$ cat config.mk
export PLATFORM = sky130hd
export DESIGN_NAME = framed_rgb_led_pwm_core
export DESIGN_NICKNAME = d
export VERILOG_FILES = /design/src/rtl/frgb_pkg.sv /design/src/rtl/framed_rgb_led_pwm_core.sv /design/src/rtl/frgb_in_stage.sv /design/src/rtl/frgb_led_state.sv
export SDC_FILE = /design/constraint.sdc
export NUM_CORES = 1
export LEC_CHECK = 0
export BUFFER_PORTS_ARGS = -buffer_cell sky130_fd_sc_hd__buf_2
export CELL_PAD_IN_SITES_DETAIL_PLACEMENT = 0
export CELL_PAD_IN_SITES_GLOBAL_PLACEMENT = 1
export CORE_MARGIN = 3
export CORE_UTILIZATION = 48
export CTS_CLUSTER_SIZE = 8
export DETAILED_ROUTE_END_ITERATION = 8
export PLACE_DENSITY = 0.8
export REMOVE_ABC_BUFFERS = 1
export SETUP_SLACK_MARGIN = 0.5
export SYNTH_ARGS = -nofsm -noshare
export SYNTH_HDL_FRONTEND = slang
export SYNTH_SLANG_ARGS = --single-unit
$ cat constraint.sdc
create_clock -name clock -period 3.6 [get_ports clock]
set_input_delay 0.18 -clock clock [delete_from_list [all_inputs] [get_ports clock]]
set_output_delay 0.18 -clock clock [all_outputs]
set_load 0.005 [all_outputs]
$ cat src/rtl/frgb_pkg.sv
// Package for the framed RGB LED PWM core: item and result types, header codes,
// channel count and widths. Used by every module in rtl/, depends on nothing.
`timescale 1ns / 1ps

package frgb_pkg;

   // Number of brightness channels kept by the core.
   localparam int CHANNELS    = 6;
   // Width of the reported LED pattern; bits 0..2 are the first LED, 3..5 the second.
   localparam int PATTERN_W   = 6;
   // Colors carried by one frame.
   localparam int LED_COLORS  = 3;
   localparam int LEVEL_W     = 8;

   localparam logic [LEVEL_W-1:0] HDR_FIRST_LED  = 8'd255;
   localparam logic [LEVEL_W-1:0] HDR_SECOND_LED = 8'd254;

   typedef enum logic {
      OP_TICK  = 1'b0,
      OP_FRAME = 1'b1
   } op_type;

   typedef struct packed {
      op_type               op;
      logic [LEVEL_W-1:0]   header;
      logic [LEVEL_W-1:0]   red_level;
      logic [LEVEL_W-1:0]   green_level;
      logic [LEVEL_W-1:0]   blue_level;
   } item_type;

   typedef struct packed {
      logic [PATTERN_W-1:0] led_pattern;
      logic [LEVEL_W-1:0]   pwm_phase;
   } result_type;

endpackage

$ cat src/rtl/framed_rgb_led_pwm_core.sv
// Top level of the framed RGB LED PWM core: input stage, LED state, result register.
// Depends on frgb_pkg, frgb_in_stage and frgb_led_state.
`timescale 1ns / 1ps

// The core drives two RGB LEDs through six 8-bit PWM channels, all at zero
// brightness after reset, compared against one shared 8-bit phase that starts
// at zero. Each request transaction is either a tick (req_tuser = 0), which
// reports the pattern against the current phase and then advances the phase
// with wrap from 255 to 0, or a frame (req_tuser = 1), whose header 255 loads
// the first LED's red, green and blue levels and whose header 254 loads the
// second LED's; other headers load nothing. The frame's pattern already uses
// the new levels. Every request transaction yields exactly one response
// transaction with the 6-bit pattern (bit j set when level j exceeds the phase)
// and the phase that was compared. The core accepts one transaction per clock
// cycle; each passes through the input register and then the response
// register, with the level update, compare and phase advance done in
// between. While a response waits for rsp_tready, nothing moves into the
// response register, but an empty input register still takes one more
// transaction; req_tready drops only once both registers are full, so
// throughput only drops when the response side stalls.

module framed_rgb_led_pwm_core (
   input  logic        clock,
   input  logic        reset,
   input  logic        req_tvalid,
   output logic        req_tready,
   input  logic [31:0] req_tdata,  // header[7:0], red_level[15:8], green_level[23:16],
                                   // blue_level[31:24]
   input  logic        req_tuser,  // op[0]: 0 tick, 1 frame
   output logic        rsp_tvalid,
   input  logic        rsp_tready,
   output logic [15:0] rsp_tdata   // led_pattern[5:0], pwm_phase[13:6], zero[15:14]
);
   import frgb_pkg::*;

   item_type   req_item;
   item_type   s1_item;
   logic       s1_valid;
   logic       s1_fire;
   logic       s2_ready;
   result_type result;
   logic [7:0] cur_phase;
   result_type rsp_ff;
   logic       rsp_valid_ff;
   logic       rsp_valid_in;

   assign req_item.op          = op_type'(req_tuser);
   assign req_item.header      = req_tdata[7:0];
   assign req_item.red_level   = req_tdata[15:8];
   assign req_item.green_level = req_tdata[23:16];
   assign req_item.blue_level  = req_tdata[31:24];

   // The response register takes a new result when empty or being drained.
   assign s2_ready = !rsp_valid_ff || rsp_tready;
   assign s1_fire  = s1_valid && s2_ready;

   frgb_in_stage u_in_stage (
      .clock     (clock),
      .reset     (reset),
      .in_valid  (req_tvalid),
      .in_ready  (req_tready),
      .in_item   (req_item),
      .out_ready (s2_ready),
      .out_valid (s1_valid),
      .out_item  (s1_item)
   );

   // State changes exactly when an item moves into the response register,
   // which keeps the updates in transaction order.
   frgb_led_state u_led_state (
      .clock  (clock),
      .reset  (reset),
      .fire   (s1_fire),
      .item   (s1_item),
      .result (result),
      .phase  (cur_phase)
   );

   assign rsp_valid_in = s2_ready ? s1_valid : rsp_valid_ff;

   always_ff @(posedge clock) begin
      if (reset) begin
         rsp_valid_ff <= 1'b0;
      end else begin
         rsp_valid_ff <= rsp_valid_in;
      end
   end

   always_ff @(posedge clock) begin
      if (s1_fire) begin
         rsp_ff <= result;
      end
   end

   assign rsp_tvalid = rsp_valid_ff;
   assign rsp_tdata  = {2'b00, rsp_ff.pwm_phase, rsp_ff.led_pattern};

`ifndef SYNTHESIS
   // A tick that moves forward advances the phase by exactly one.
   assert property (@(posedge clock) disable iff (reset)
      (s1_fire && (s1_item.op == OP_TICK)) |=> (cur_phase == 8'($past(cur_phase) + 8'd1)))
      else $error("phase did not advance after a tick");

   // Frames and idle cycles leave the phase alone.
   assert property (@(posedge clock) disable iff (reset)
      !(s1_fire && (s1_item.op == OP_TICK)) |=> $stable(cur_phase))
      else $error("phase changed without a tick");

   // The response reports the phase that was current when the item moved forward.
   assert property (@(posedge clock) disable iff (reset)
      s1_fire |=> (rsp_ff.pwm_phase == $past(cur_phase)))
      else $error("response phase does not match the compared phase");

   // The input side only stalls while the input register holds an item.
   assert property (@(posedge clock) disable iff (reset)
      !req_tready |-> (s1_valid && rsp_valid_ff && !rsp_tready))
      else $error("request side stalled without a full pipeline");
`endif

endmodule

$ cat src/rtl/frgb_in_stage.sv
// Input register stage of the framed RGB LED PWM core.
// Captures one request transaction per cycle unless full while the output side stalls; depends on frgb_pkg.
`timescale 1ns / 1ps

module frgb_in_stage (
   input  logic               clock,
   input  logic               reset,
   input  logic               in_valid,
   output logic               in_ready,
   input  frgb_pkg::item_type in_item,
   input  logic               out_ready,
   output logic               out_valid,
   output frgb_pkg::item_type out_item
);
   import frgb_pkg::*;

   logic     valid_ff;
   logic     valid_in;
   item_type item_ff;

   // The stage can take a new transaction when empty or when it empties this cycle.
   assign in_ready  = !valid_ff || out_ready;
   assign valid_in  = in_ready ? in_valid : valid_ff;
   assign out_valid = valid_ff;
   assign out_item  = item_ff;

   always_ff @(posedge clock) begin
      if (reset) begin
         valid_ff <= 1'b0;
      end else begin
         valid_ff <= valid_in;
      end
   end

   always_ff @(posedge clock) begin
      if (in_valid && in_ready) begin
         item_ff <= in_item;
      end
   end

endmodule

$ cat src/rtl/frgb_led_state.sv
// Brightness levels, PWM phase and pattern compare of the framed RGB LED PWM core.
// Updates state once per fired item; depends on frgb_pkg.
`timescale 1ns / 1ps

module frgb_led_state (
   input  logic                 clock,
   input  logic                 reset,
   input  logic                 fire,
   input  frgb_pkg::item_type   item,
   output frgb_pkg::result_type result,
   output logic [7:0]           phase
);
   import frgb_pkg::*;

   logic [LEVEL_W-1:0]   phase_ff;
   logic [LEVEL_W-1:0]   phase_in;
   logic [LEVEL_W-1:0]   colors [LED_COLORS];
   logic [LEVEL_W-1:0]   level_in [CHANNELS];
   logic                 hit_first;
   logic                 hit_second;
   logic [PATTERN_W-1:0] pattern;

   assign colors[0] = item.red_level;
   assign colors[1] = item.green_level;
   assign colors[2] = item.blue_level;

   assign hit_first  = (item.op == OP_FRAME) && (item.header == HDR_FIRST_LED);
   assign hit_second = (item.op == OP_FRAME) && (item.header == HDR_SECOND_LED);

   for (genvar ch = 0; ch < CHANNELS; ch++) begin : g_ch
      logic [LEVEL_W-1:0] level_ff;

      // A frame's new levels are used for its own pattern.
      if (ch < LED_COLORS) begin : g_first
         assign level_in[ch] = hit_first ? colors[ch] : level_ff;
      end else if (ch < 2 * LED_COLORS) begin : g_second
         assign level_in[ch] = hit_second ? colors[ch - LED_COLORS] : level_ff;
      end else begin : g_spare
         assign level_in[ch] = level_ff;
      end

      always_ff @(posedge clock) begin
         if (reset) begin
            level_ff <= '0;
         end else if (fire) begin
            level_ff <= level_in[ch];
         end
      end
   end

   for (genvar j = 0; j < PATTERN_W; j++) begin : g_pat
      if (j < CHANNELS) begin : g_cmp
         assign pattern[j] = level_in[j] > phase_ff;
      end else begin : g_zero
         assign pattern[j] = 1'b0;
      end
   end

   // The phase advances after a tick has been compared against it.
   assign phase_in = (item.op == OP_TICK) ? LEVEL_W'(phase_ff + 8'd1) : phase_ff;

   always_ff @(posedge clock) begin
      if (reset) begin
         phase_ff <= '0;
      end else if (fire) begin
         phase_ff <= phase_in;
      end
   end

   assign result.led_pattern = pattern;
   assign result.pwm_phase   = phase_ff;
   assign phase              = phase_ff;

endmodule
==> results of run 1 <==
## worst max-delay path, cell delays in order, from the launching register on
cell      delay (ps)
edfxtp_1         400
nand4_1          130
or2_4            280
nor2_2            90
buf_4            350
mux2_2           400
ha_1             290
and4_1           230
a21boi_0         130
o31a_1           240
## cell type report
class | count | share of cell area
multi-input cells | 331 | 0.428
flip-flops and latches | 105 | 0.394
repair buffers | 91 | 0.0972
clock buffers | 9 | 0.0345
well taps | 140 | 0.0268
clock inverters | 7 | 0.0151
inverters | 9 | 0.00517
## layer usage
layer,vias up,track usage,share of wire,routed length [um]
li1,1853,-,-,-
met1,1673,0.243,0.48,5350
met2,41,0.301,0.47,5150
met3,13,0.0471,0.030,336
met4,0,0.0729,0.018,200
met5,-,0,0,0
## worst max path at each step
stage,slack [ps],end,from
5_1_grt,640,rsp_tdata[5]$_DFFE_PP_,u_in_stage.out_item[32]$_DFFE_PP_
3_3_place_gp,910,rsp_tdata[3]$_DFFE_PP_,u_in_stage.out_item[32]$_DFFE_PP_
4_1_cts,800,rsp_tdata[5]$_DFFE_PP_,u_in_stage.out_item[32]$_DFFE_PP_
6_report,820,rsp_tdata[5]$_DFFE_PP_,u_in_stage.out_item[32]$_DFFE_PP_
3_5_place_dp,810,rsp_tdata[4]$_DFFE_PP_,u_in_stage.out_item[32]$_DFFE_PP_
2_1_floorplan,680,rsp_tdata[3]$_DFFE_PP_,u_in_stage.out_item[32]$_DFFE_PP_
## logic make-up (layout without fill, tap and decap cells)
kind of cell,Yosys count,in the layout,synth area share
XOR/XNOR,4,4,0.00636
buffers and inverters,29,116,0.0263
AO/OA/AOI/OAI,42,42,0.0497
other,1,2,0.000681
AND/OR/NAND/NOR,136,136,0.151
adder cells (fa/ha/maj),49,49,0.111
multiplexers,98,98,0.188
flip-flops,105,105,0.467
## cell usage after synthesis
cell type and n:
nand2b_1 73, dfxtp_1 58, mux2i_1 55, ha_1 49, edfxtp_1 47, mux2_2 43
nor2_1 16, o21ai_0 12, nand4_1 11, a21oi_1 9, clkbuf_1 9, inv_1 9
and2_1 8, nor2b_1 7, o31a_1 7, a211oi_1 6, a21boi_0 6, and4_1 6
buf_2 5, buf_4 4, nand3_1 4, nand2_1 3, nor4_1 3, xnor2_1 3
buf_6 2, conb_1 1, nor2_2 1, nor3_1 1, nor4_4 1, o21ba_2 1
o31ai_1 1, or2_4 1, or4_1 1, xor2_1 1
## cells in the final DEF (no fill, tap or decap), drive strengths merged, types with 4 or more instances in the layout
cell type	count
a21oi	9
mux2	43
clkbuf	9
nand3	4
dlygate4sd3	33
inv	12
o31a	7
nand4	11
nand2b	73
edfxtp	47
mux2i	55
and2	8
nor2b	7
nor2	17
a21boi	6
a211oi	6
dfxtp	58
ha	49
and4	6
buf	58
o21ai	12
nor4	4
## metrics by stage
step,hold slack (ps),worst slack [ps],util,power [mW],cells
final,33.3,820,0.593,2.52,692
after global routing,51.2,643,0.593,2.61,692
after CTS,26.0,800,0.593,2.55,692
after detailed placement,358,815,0.533,1.44,643
after global placement,356,912,0.533,1.44,643
after floorplan,249,679,-,1.38,445
## report_power, final
| part | internal (mW) | total [mW] | leakage, nW | switching [mW] |
|---|---|---|---|---|
| sequential | 1.28 | 1.30 | 0.926 | 0.0220 |
| combinational | 0.0773 | 0.137 | 1.57 | 0.0598 |
| clock | 0.615 | 1.08 | 0.157 | 0.463 |
## state kept, by name (all words and copies together) (netlist names)
name	flops
u_led_state.g_ch.level_ff	48
u_in_stage.out_item	33
rsp_tvalid	1
u_in_stage.out_valid	1
u_led_state.phase	8
rsp_tdata	14
==> metrics.txt, run 1 <==
status finished clean; Initial Utilization 0.499; Die X 113 um; synthesized area 5510 um^2; worst-skew pair later-pin latency 360 ps; post-synthesis sequential area ratio 0.467; Worst Path Arrival 2900 ps; final setup fails 0; DIE AREA 12,800 um^2; row cnt 38; origin of the critical flop-to-flop path u_in_stage.out_item[32]$_DFFE_PP_; sequential cell area 2570 um^2; Period minus WS final 2780 ps; antenna cells 0; R2R Setup Slk 820 ps; Area contributors post-synth edfxtp_1 26%, dfxtp_1 21%, ha_1 11%; Routed WL 11,000 um; Multi-input gate area 2800 um^2; Filler Cell Count 904; max-slew violations 0; worst r2r dst rsp_tdata[5]$_DFFE_PP_; Min-Delay Endpoint u_in_stage.out_valid$_SDFFE_PP0N_; hold depth 3; FF+latch count, synth 105; top cell type's share of synthesized area 0.256; Hold/Removal Path Class input port to flop; critical path type flop to flop; CTS clk-pin slew, worst paths 70 ps; Final Cycle Share 0.772; endpoint type of the worst setup path flop; layout cells sized above 1 0.219; DRT antenna net count 0; Cells after Synth 464; headroom to the max-slew limit 0.258; core area 11,000 um^2; clk sinks 105; Setup TNS 0 ps; Max H-tree Level 3; final hold viol count 0; Post-Route Skew 8.83 ps; Setup crit start kind flop; initial antenna violation count 0; Synth Area per Inst 11.9 um^2; total setup buffers inserted after CTS 0; CTS tree yes; worst path required time 3720 ps; Avg WL per Cell 16.0 um; Iteration-0 DRC Markers 175; io pins 55; vias in the first global route 3,751; Power Dens Cells 385 nW/um^2; Buffers on Ports 52; Layout Area Growth over Synthesis 18.6%; largest net degree at the start of global routing 84; MaxCap Viol Count 0; hold path startpoint req_tvalid; post-DR vias/cell 5.17; fin nets 633; DR vias 3,580; VDD IR max 420 uV; GRT Resource Usage Total 0.187; synth warn 0; Crit Path Max Fanout 24; Clk Tree Root Cell clkbuf_16; library cells used by synthesis 34; first-pass GRT wire length 18,600 um; leading area contributor after synthesis edfxtp_1; TritonCTS buffer count 9; die height 113 um; CTS resizes 0; GR Overflow Total 0; Max Clk Rate 0.360 GHz; Worst Max-Slew Pin Slew 1110 ps; HPWL after detailed placement 7330 um; worst r2r path cells 9; DRT Pass-1 Iters 4; Design Area, Final 6540 um^2; DP Area 5880 um^2; Static Leak 2.66 nW; Post-CTS Hold Fix Bufs 33; RSZ-0062 raised after global routing no; Max Buffers Root-to-Sink 2; Final GP Congestion 0.778; DRC 0
No activity file was read; power rests on OpenSTA's default activity.
==> run 2: changes to the inputs <==
==> constraint.sdc (replaced) <==
create_clock -name clock -period 2.6 [get_ports clock]
set_input_delay 0.13 -clock clock [delete_from_list [all_inputs] [get_ports clock]]
set_output_delay 0.13 -clock clock [all_outputs]
set_load 0.005 [all_outputs]
==> metrics.txt, run 2 (synthesis results as in run 1) <==
post-DR vias/cell 5.25 (was 5.17); GR Overflow Total 0 (unchanged); Final GP Congestion 0.786 (was 0.778); Max Buffers Root-to-Sink 2 (unchanged); DRC 0 (unchanged); die height 113 um (unchanged); final setup fails 2 (was 0); DRT Pass-1 Iters 4 (unchanged); CP Launch Point u_in_stage.out_item[26]$_DFFE_PP_ (was u_in_stage.out_item[32]$_DFFE_PP_); DIE AREA 12,800 um^2 (unchanged); Buffers on Ports 52 (unchanged); Setup crit start kind flop (unchanged); initial antenna violation count 0 (unchanged); max reg flops 48 (unchanged); Post-Place Setup Slack -30.6 ps (was 815 ps); CP dominant cell by count buf_6; HPWL after detailed placement 7550 um (was 7330 um); CTS clk-pin slew, worst paths 80 ps (was 70 ps); origin of the critical flop-to-flop path u_in_stage.out_item[26]$_DFFE_PP_ (was u_in_stage.out_item[32]$_DFFE_PP_); Worst path depth 12 (was 9); dpl cells 646 (was 643); Filler Cell Count 887 (was 904); antenna cells 0 (unchanged); worst-skew pair later-pin latency 360 ps (about the same); Hold/Removal Path Class input port to flop (unchanged); Iteration-0 DRC Markers 141 (was 175); status finished with violations (was finished clean); VDD IR max 613 uV (was 420 uV); Avg WL per Cell 16.9 um (was 16.0 um); critical path type flop to flop (unchanged); CTS tree yes (unchanged); DRT antenna net count 0 (unchanged); row cnt 38 (unchanged); Period minus WS final 2600 ps (was 2780 ps); fin nets 650 (was 633); max-slew violations 0 (unchanged); Crit Path Max Fanout 6 (was 24); sequential cell area 2570 um^2 (unchanged); register name with the most flops u_led_state.g_ch.level_ff (unchanged); Die X 113 um (unchanged); Multi-input gate area 3060 um^2 (was 2800 um^2); GRT Resource Usage Total 0.197 (was 0.187); family with the most delay on the worst path simple AND/OR/NAND/NOR gates (unchanged); Layout Area Growth over Synthesis 27.2% (was 18.6%); most common library cell in the layout ignoring fill and taps nand2b_1 (unchanged); highest-delay cell along the critical path edfxtp_1 (unchanged); headroom to the max-slew limit 0.652 (was 0.258); final std cells w/o fill 709 (was 692); post-layout worst setup margin -3.79 ps (was 820 ps); first-pass GRT wire length 19,600 um (was 18,600 um); vias in the first global route 3,962 (was 3,751); TritonCTS buffer count 9 (unchanged); largest net degree at the start of global routing 35 (was 84); CP bufs+invs 3 (was 1); Final Cycle Share 1.00 (was 0.772); R2R Setup Slk -4 ps (was 820 ps); Worst Max-Slew Pin Slew 520 ps (was 1110 ps); failing checks negative setup slack; Static Leak 2.81 nW (was 2.66 nW); critical path endpoint rsp_tdata[5]$_DFFE_PP_ (unchanged); DR vias 3,719 (was 3,580); worst path required time 2710 ps (was 3720 ps); CP max stage delay 330 ps (was 400 ps); crit-path cells nand4_1 > or2_4 > nor2_4 > buf_6 > buf_6 > buf_16 > mux2_4 > ha_4 > nor2b_1 > o21ai_2 > a21boi_2 > o31a_1 (was nand4_1 > or2_4 > nor2_2 > buf_4 > mux2_2 > ha_1 > and4_1 > a21boi_0 > o31a_1); Initial Utilization 0.499 (unchanged); Power Dens Cells 478 nW/um^2 (was 385 nW/um^2); Max Clk Rate 0.384 GHz (was 0.360 GHz); io pins 55 (unchanged); Routed WL 12,000 um (was 11,000 um); Clk Tree Root Cell clkbuf_16 (unchanged); worst r2r dst rsp_tdata[5]$_DFFE_PP_ (unchanged); leading cell types in the layout, fill and taps excluded 73 x nand2b_1, 58 x dfxtp_1, 55 x mux2i_1, 52 x buf_2, 47 x edfxtp_1 (was 73 x nand2b_1, 58 x dfxtp_1, 55 x mux2i_1, 52 x buf_2, 49 x ha_1); endpoint type of the worst setup path flop (unchanged); Post-Route Skew 9.42 ps (was 8.83 ps); clk sinks 105 (unchanged); worst r2r path cells 12 (was 9); RSZ-0062 raised after global routing yes (was no); Worst Path Arrival 2720 ps (was 2900 ps); final hold viol count 0 (unchanged); Max H-tree Level 3 (unchanged); layout cells sized above 1 0.286 (was 0.219); core area 11,000 um^2 (unchanged); MaxCap Viol Count 0 (unchanged)
[run 2: cell types whose count changed in the layout (fill, tap and decap cells not counted), moves of 7 or more]
cell / before / now
buf_4: 6 / 13
ha_4: 0 / 15
ha_1: 49 / 34
mux2_2: 43 / 34
mux2_4: 0 / 9
[run 2: routing by layer]
layer	global-route usage	share of wire	up-vias
met3	0.0551	0.039	12
met1	0.249	0.46	1764
met5	0	0	-
li1	-	-	1889
met2	0.333	0.49	54
met4	0.0529	0.011	0
[run 2: final cells by class]
type	instances	area share
Clock inverter	7	0.0102
Multi-Input combinational cell	331	0.436
Clock buffer	9	0.0321
Inverter	9	0.00482
Sequential cell	105	0.367
Timing Repair Buffer	108	0.125
Tap cell	140	0.0250
[run 2: worst min path at each step]
stage	from	end	slack, ps	depth (start not counted)
2_1_floorplan	reset	rsp_tvalid$_SDFFE_PP0P_	200	1
3_3_place_gp	req_tdata[31]	u_in_stage.out_item[7]$_DFFE_PP_	310	1
3_5_place_dp	req_tdata[30]	u_in_stage.out_item[6]$_DFFE_PP_	310	1
4_1_cts	req_tvalid	u_in_stage.out_valid$_SDFFE_PP0N_	10	3
5_1_grt	req_tvalid	u_in_stage.out_valid$_SDFFE_PP0N_	3	3
6_report	req_tvalid	u_in_stage.out_valid$_SDFFE_PP0N_	10	3
[run 2: what timing repair did]
item	4_1_cts	5_1_grt
endpoints found under the hold margin	33	0
buffers inserted	11	0
gates cloned	2	1
pin swaps	6	3
gates resized for setup	47	5
hold buffers	33	0
endpoints found under the setup margin	6	6
[run 2: worst register-to-register path, stage by stage, from the launching register on]
cell	delay [ps]
edfxtp_1	330
nand4_1	120
or2_4	280
nor2_4	150
buf_6	150
buf_6	100
buf_16	120
mux2_4	310
ha_4	210
nor2b_1	140
o21ai_2	150
a21boi_2	60
o31a_1	240
[run 2: through the flow]
stage / cell area [um^2] / utilization / hold WS, ps / setup TNS (ps) / power (mW)
finish: 7010 / 0.635 / 12.8 / -6.41 / 3.35
global route: 7010 / 0.635 / 2.94 / -419 / 3.51
CTS: 6970 / 0.632 / 12.0 / -30.4 / 3.39
detailed placement: 5930 / 0.538 / 308 / -42.4 / 2.00
global placement: 5930 / 0.538 / 306 / 0 / 1.99
floorplan: 5400 / - / 199 / -2500 / 1.91
[run 2: power by group]
part / switching (mW) / total [mW] / internal (mW)
Clock: 0.662 / 1.34 / 0.678
Combinational: 0.0879 / 0.201 / 0.113
Sequential: 0.0316 / 1.80 / 1.77
